$ cat src/rtl/core/fef_pkg.sv
// fef_pkg: shared constants, types and register indexes of the feedback echo filter
// used by fef_div and feedback_echo_filter_core; no dependencies
`timescale 1ns / 1ps

package fef_pkg;

   localparam int DELAY_DEPTH = 4096;
   localparam int SAMPLE_BITS = 16;
   localparam int DATA_BITS   = 32;
   localparam int ADDR_BITS   = $clog2(DELAY_DEPTH);
   localparam int LEN_BITS    = 13;
   localparam int DVS_BITS    = 16;
   localparam int CHAN_BITS   = 2;
   localparam int CSR_IDX_BITS = 2;
   localparam int CSR_DATA_BITS = 16;
   localparam int STEP_BITS   = $clog2(DATA_BITS);

   localparam logic [CSR_IDX_BITS-1:0] CSR_DELAY_LENGTH     = CSR_IDX_BITS'(0);
   localparam logic [CSR_IDX_BITS-1:0] CSR_FEEDBACK_DIVISOR = CSR_IDX_BITS'(1);
   localparam logic [CSR_IDX_BITS-1:0] CSR_CHANNEL_COUNT    = CSR_IDX_BITS'(2);

   localparam logic [LEN_BITS-1:0]  LEN_RESET  = LEN_BITS'(DELAY_DEPTH);
   localparam logic [DVS_BITS-1:0]  DVS_RESET  = DVS_BITS'(2);
   localparam logic [CHAN_BITS-1:0] CHAN_RESET = CHAN_BITS'(2);
   localparam logic [CHAN_BITS-1:0] CHAN_MONO  = CHAN_BITS'(1);

   typedef enum logic [2:0] {
      ST_CLEAR,
      ST_IDLE,
      ST_LOAD,
      ST_DIV,
      ST_FINISH
   } fef_state_type;

endpackage

$ cat src/rtl/core/fef_div.sv
// fef_div: bit-serial signed by unsigned divider, truncating toward zero
// one quotient bit per cycle; depends on fef_pkg
`timescale 1ns / 1ps

module fef_div (
   input  logic                           clock,
   input  logic                           reset,
   input  logic                           start,
   input  logic signed [fef_pkg::DATA_BITS-1:0] dividend,
   input  logic [fef_pkg::DVS_BITS-1:0]   divisor,
   output logic                           done,
   output logic signed [fef_pkg::DATA_BITS-1:0] quotient
);
   import fef_pkg::*;

   logic                    busy_ff, busy_in;
   logic                    done_ff, done_in;
   logic [STEP_BITS-1:0]    cnt_ff, cnt_in;
   logic                    neg_ff, neg_in;
   logic [DATA_BITS-1:0]    quo_ff, quo_in;
   logic [DVS_BITS-1:0]     rem_ff, rem_in;
   logic [DVS_BITS-1:0]     dvs_ff, dvs_in;
   logic [DVS_BITS:0]       trial;
   logic [DVS_BITS:0]       diff;
   logic [DATA_BITS-1:0]    mag;

   always_comb begin
      mag   = dividend[DATA_BITS-1] ? (~dividend + 1'b1) : dividend;
      trial = {rem_ff, quo_ff[DATA_BITS-1]};
      diff  = trial - {1'b0, dvs_ff};
      busy_in = busy_ff;
      done_in = 1'b0;
      cnt_in  = cnt_ff;
      neg_in  = neg_ff;
      quo_in  = quo_ff;
      rem_in  = rem_ff;
      dvs_in  = dvs_ff;
      if (start) begin
         busy_in = 1'b1;
         cnt_in  = '0;
         neg_in  = dividend[DATA_BITS-1];
         quo_in  = mag;
         rem_in  = '0;
         dvs_in  = (divisor == '0) ? DVS_BITS'(1) : divisor;
      end else if (busy_ff) begin
         if (trial >= {1'b0, dvs_ff}) begin
            rem_in = diff[DVS_BITS-1:0];
            quo_in = {quo_ff[DATA_BITS-2:0], 1'b1};
         end else begin
            rem_in = trial[DVS_BITS-1:0];
            quo_in = {quo_ff[DATA_BITS-2:0], 1'b0};
         end
         cnt_in = cnt_ff + 1'b1;
         if (cnt_ff == STEP_BITS'(DATA_BITS - 1)) begin
            busy_in = 1'b0;
            done_in = 1'b1;
         end
      end
   end

   always_ff @(posedge clock) begin
      if (reset) begin
         busy_ff <= 1'b0;
         done_ff <= 1'b0;
         cnt_ff  <= '0;
      end else begin
         busy_ff <= busy_in;
         done_ff <= done_in;
         cnt_ff  <= cnt_in;
      end
   end

   always_ff @(posedge clock) begin
      neg_ff <= neg_in;
      quo_ff <= quo_in;
      rem_ff <= rem_in;
      dvs_ff <= dvs_in;
   end

   assign done     = done_ff;
   assign quotient = neg_ff ? -$signed(quo_ff) : $signed(quo_ff);

endmodule

$ cat config.mk
export PLATFORM = sky130hd
export DESIGN_NAME = fef_div
export DESIGN_NICKNAME = d
export VERILOG_FILES = /design/src/rtl/core/fef_pkg.sv /design/src/rtl/core/fef_div.sv
export SDC_FILE = /design/constraint.sdc
export NUM_CORES = 1
export LEC_CHECK = 0
export BUFFER_PORTS_ARGS = -buffer_cell sky130_fd_sc_hd__buf_2
export CAP_MARGIN = 20
export CORE_ASPECT_RATIO = 1.75
export CORE_UTILIZATION = 35
export CTS_BUF_LIST = sky130_fd_sc_hd__clkbuf_4 sky130_fd_sc_hd__clkbuf_8 sky130_fd_sc_hd__clkbuf_16
export CTS_CLUSTER_SIZE = 10
export DETAILED_ROUTE_END_ITERATION = 6
export MAX_ROUTING_LAYER = met4
export PLACE_DENSITY = 0.5
export SYNTH_ARGS = -nofsm -noshare
export SYNTH_HDL_FRONTEND = slang
export SYNTH_SLANG_ARGS = --single-unit
$ cat constraint.sdc
create_clock -name clock -period 3.3 [get_ports clock]
set_clock_uncertainty 0.05 [all_clocks]
set_input_delay 0 -clock clock [delete_from_list [all_inputs] [get_ports clock]]
set_output_delay 0 -clock clock [all_outputs]
set_load 0.005 [all_outputs]
==> reports/metrics.csv <==
stage,metric,value,unit
clock_tree,Resized Gates After CTS,0,
worst_setup_path,worst path cell trace,"inv_1, ha_1, fa_1, nand2b_1, a21oi_1, o311ai_0, a2bb2oi_1, xor2_1, nand2_1, a311oi_1",
clock_tree,CTS Buffer Depth,2,
clock_tree,CTS sink cnt,72,
clock_tree,Worst-path clk slew,60,ps
floorplanning,DIE WIDTH,94.4,microns
pwr,PD cells,474,mW/mm^2
pwr,worst vdd ir,0.000277,V
place,HPWL after detailed placement,10000,microns
pwr,static leakage,0.00243,uW
timing,Final period util,84.8,%
pwr,Sw Pwr,836,uW
synth,Synth Instances,583,
routing,Via Count,4410,
pwr,P_int,2120,uW
synth,Avg Inst Size Synth,8.98,sq um
timing,Slew @ Worst Pin,796,ps
synth,Synth Area in Compound Gates,20.3,%
layout,fillers,1485,
layout,share of cells above drive strength 1,19.7,%
timing,setup violators final,0,
synth,ys flop type,edfxtp_1,
place,Port Buf Inserts,83,
global_route,total gr overflow,0,
timing,FMAX,0.357,GHz
flow_run,Max Cap Viol,0,
worst_setup_path,Setup crit start kind,register,
worst_setup_path,"reg-to-reg slack, setup",500,ps
floorplanning,row count,58,
synth,Simple-Gate Fraction of Synth Area,18.9,%
worst_setup_path,CP max stage delay,390,ps
clock_tree,CTS Root Cell,clkbuf_16,
timing,post-layout min period,2800,ps
worst_setup_path,critical path depth,10,
pwr,Clk pwr share,38.0,%
timing,setup_tns,0,ps
routing,WL/cell,15.9,microns
pwr,Sw Ratio,28.3,%
clock_tree,CTS H-tree lvls,3,
timing,max-slew violations,0,
layout,final net count,726,
global_route,first-pass GRT wire length,21200,microns
layout,"commonest non-fill, non-tap cells in the layout","buf_2, nor2_1, nand2_1",
synth,mux cell area share after synthesis,0.956,%
layout,area of the multi-input gates,0.00300,sq mm
floorplanning,Die Footprint,0.0155,sq mm
synth,number of distinct library cells after synthesis,71,
clock_tree,Worst-Skew Late Latency,330,ps
worst_hold_path,Hold Path Class,in2reg,
place,GPL Wtd Cong,0.890,
routing,DRT iter0 DRCs,134,
synth,Synth Area in XOR/XNOR,12.1,%
worst_setup_path,worst-path fanout max,3,
worst_setup_path,Critical Path RT,3480,ps
global_route,pin count of the biggest net entering global routing,63,
floorplanning,Starting Density,36.1,%
synth,adder-cell share of the synthesized area,5.16,%
synth,sequential element share of the synthesized area,36.9,%
worst_setup_path,reg2reg path depth,10,
clock_tree,TritonCTS clock tree,built,
worst_setup_path,WP data arrival,2980,ps
worst_setup_path,Buf/Inv on CP,1,
pwr,Logic pwr share,23.3,%
layout,area grow syn2layout,19.1,%
worst_setup_path,"Slowest-stage cell, CP",edfxtp_1,
timing,final hold violation count,0,
worst_hold_path,hold-critical path depth,3,
synth,register bit count reported by yosys,72,
routing,DR vias/cell,5.26,
timing,RSZ-0062 raised after global routing,no,
global_route,antenna violations before repair,0,
floorplanning,die height,164,microns
layout,Register Area,0.00193,sq mm
worst_setup_path,"CP delay by family, top",compound AO/OA/AOI/OAI gates,
routing,remaining antenna violation count,0,
layout,Inserted Diodes,0,
synth,largest family of logic cells by synthesized area,compound AO/OA/AOI/OAI gates,
global_route,global-route usage over all layers,18.5,%
global_route,vias in the first global route,4396,
clock_tree,CTS Buf Count,9,
synth,Mapped Area,0.00523,sq mm
status,status,finished clean,
synth,Syn Nets,655,
synth,number of synthesized flops with an enable pin,49,
worst_setup_path,crit end category,register,
pwr,Final Total Pwr,2950,uW
layout,"most common cell after layout, fill and taps aside",buf_2,
synth,Async SR Flop Fraction,0,%
synth,Synthesis Warnings,0,
routing,# DRC,0,
floorplanning,Ports,84,
routing,Total Wirelength,13300,microns
pwr,Seq pwr share,38.8,%
floorplanning,Core Area,0.0145,sq mm
timing,Rel. slew slack,47.0,%
worst_setup_path,Setup CP Type,reg2reg,
routing,drt first pass iters,4,
[layout make-up]
cell class | count | share of cell area (%)
Clock inverter | 6 | 1.73
Clock buffer | 10 | 3.73
Tap cell | 180 | 3.61
Sequential cell | 72 | 31.0
Timing Repair Buffer | 104 | 9.96
Multi-Input combinational cell | 437 | 48.2
Inverter | 30 | 1.81
[state kept, by name, indices dropped and copies added, names as in the netlist]
register and count:
quo_ff 32, dvs_ff 16, rem_ff 16, cnt_ff 5, busy_ff 1, done 1
neg_ff 1
[power groups by stage]
stage,combinational [uW],clock (uW),sequential [uW]
final,687,1120,1140
after global routing,768,1190,1160
after CTS,700,1150,1150
after floorplan,467,0,1140
after detailed placement,681,0,1160
after global placement,679,0,1160
[logic make-up after synthesis]
group,Yosys count
and+or+nand+nor,188
AOI/OAI and AO/OA,151
buffers and inverters,74
xor gates and xnor gates,72
DFF,72
adders and majority gates,21
muxes,5
[synthesized netlist by cell type (3+ instances only)]
cell type / n / share of area (%)
nor2_1: 63 / 4.5
nand2_1: 50 / 3.6
edfxtp_1: 49 / 28
a21oi_1: 43 / 4.1
xnor2_1: 37 / 6.2
xor2_1: 35 / 5.9
clkbuf_1: 30 / 2.2
inv_1: 30 / 2.2
o21ai_0: 27 / 2.6
dfxtp_1: 23 / 8.8
ha_1: 20 / 4.8
o31ai_1: 16 / 2.3
nand3_1: 9 / 0.86
nor3_1: 9 / 0.86
a311oi_1: 8 / 1.3
nor4_1: 8 / 0.96
buf_1: 7 / 0.50
o21ai_1: 6 / 0.57
or4_1: 6 / 0.86
a211oi_1: 5 / 0.72
mux2i_1: 5 / 0.96
nand2b_1: 5 / 0.60
o21a_1: 5 / 0.72
o41ai_1: 5 / 0.84
a31oi_1: 4 / 0.48
buf_2: 4 / 0.38
or3_4: 4 / 0.86
a21o_1: 3 / 0.43
and3_1: 3 / 0.36
nand3b_1: 3 / 0.43
nor2b_1: 3 / 0.36
nor4_4: 3 / 1.2
o31ai_2: 3 / 0.72
o41ai_2: 3 / 0.93
or2_1: 3 / 0.36
or3_1: 3 / 0.36
[routing by layer]
layer | vias up | global-route usage (%) | routed length (microns)
li1 | 2228 | - | -
met5 | - | - | 0
met3 | 20 | 2.96 | 425
met2 | 87 | 35.0 | 7390
met1 | 2075 | 18.4 | 5200
met4 | 0 | 6.85 | 313
[worst min-delay path, cell delays in order]
cell and delay (ps):
buf_2 100, xor2_1 60, a21oi_1 130
[stage by stage]
stage	setup WS, ps	utilization (%)	cells	hold WS, ps	cell area [sq um]
2_1_floorplan	1010	-	583	22.4	5230
3_3_place_gp	484	39.4	805	136	5710
3_5_place_dp	496	39.4	805	133	5710
4_1_cts	482	42.9	839	16.9	6230
5_1_grt	230	42.9	839	26.9	6230
6_report	502	42.9	839	35.3	6230
[timing repair]
item / CTS / global route
hold buffers: 18 / 0
hold endpoints to repair: 24 / 0
buffers inserted: 0 / 0
[path summary, 6_finish.rpt]
path,endpoint,startpoint
worst max-delay path,rem_ff[14],quo_ff[31]
worst min-delay path,quo_ff[29],dividend[29]
worst max register to register,rem_ff[14],quo_ff[31]
worst min register to register,rem_ff[1],rem_ff[1]
Note: power is estimated with default switching activity, not from simulation.
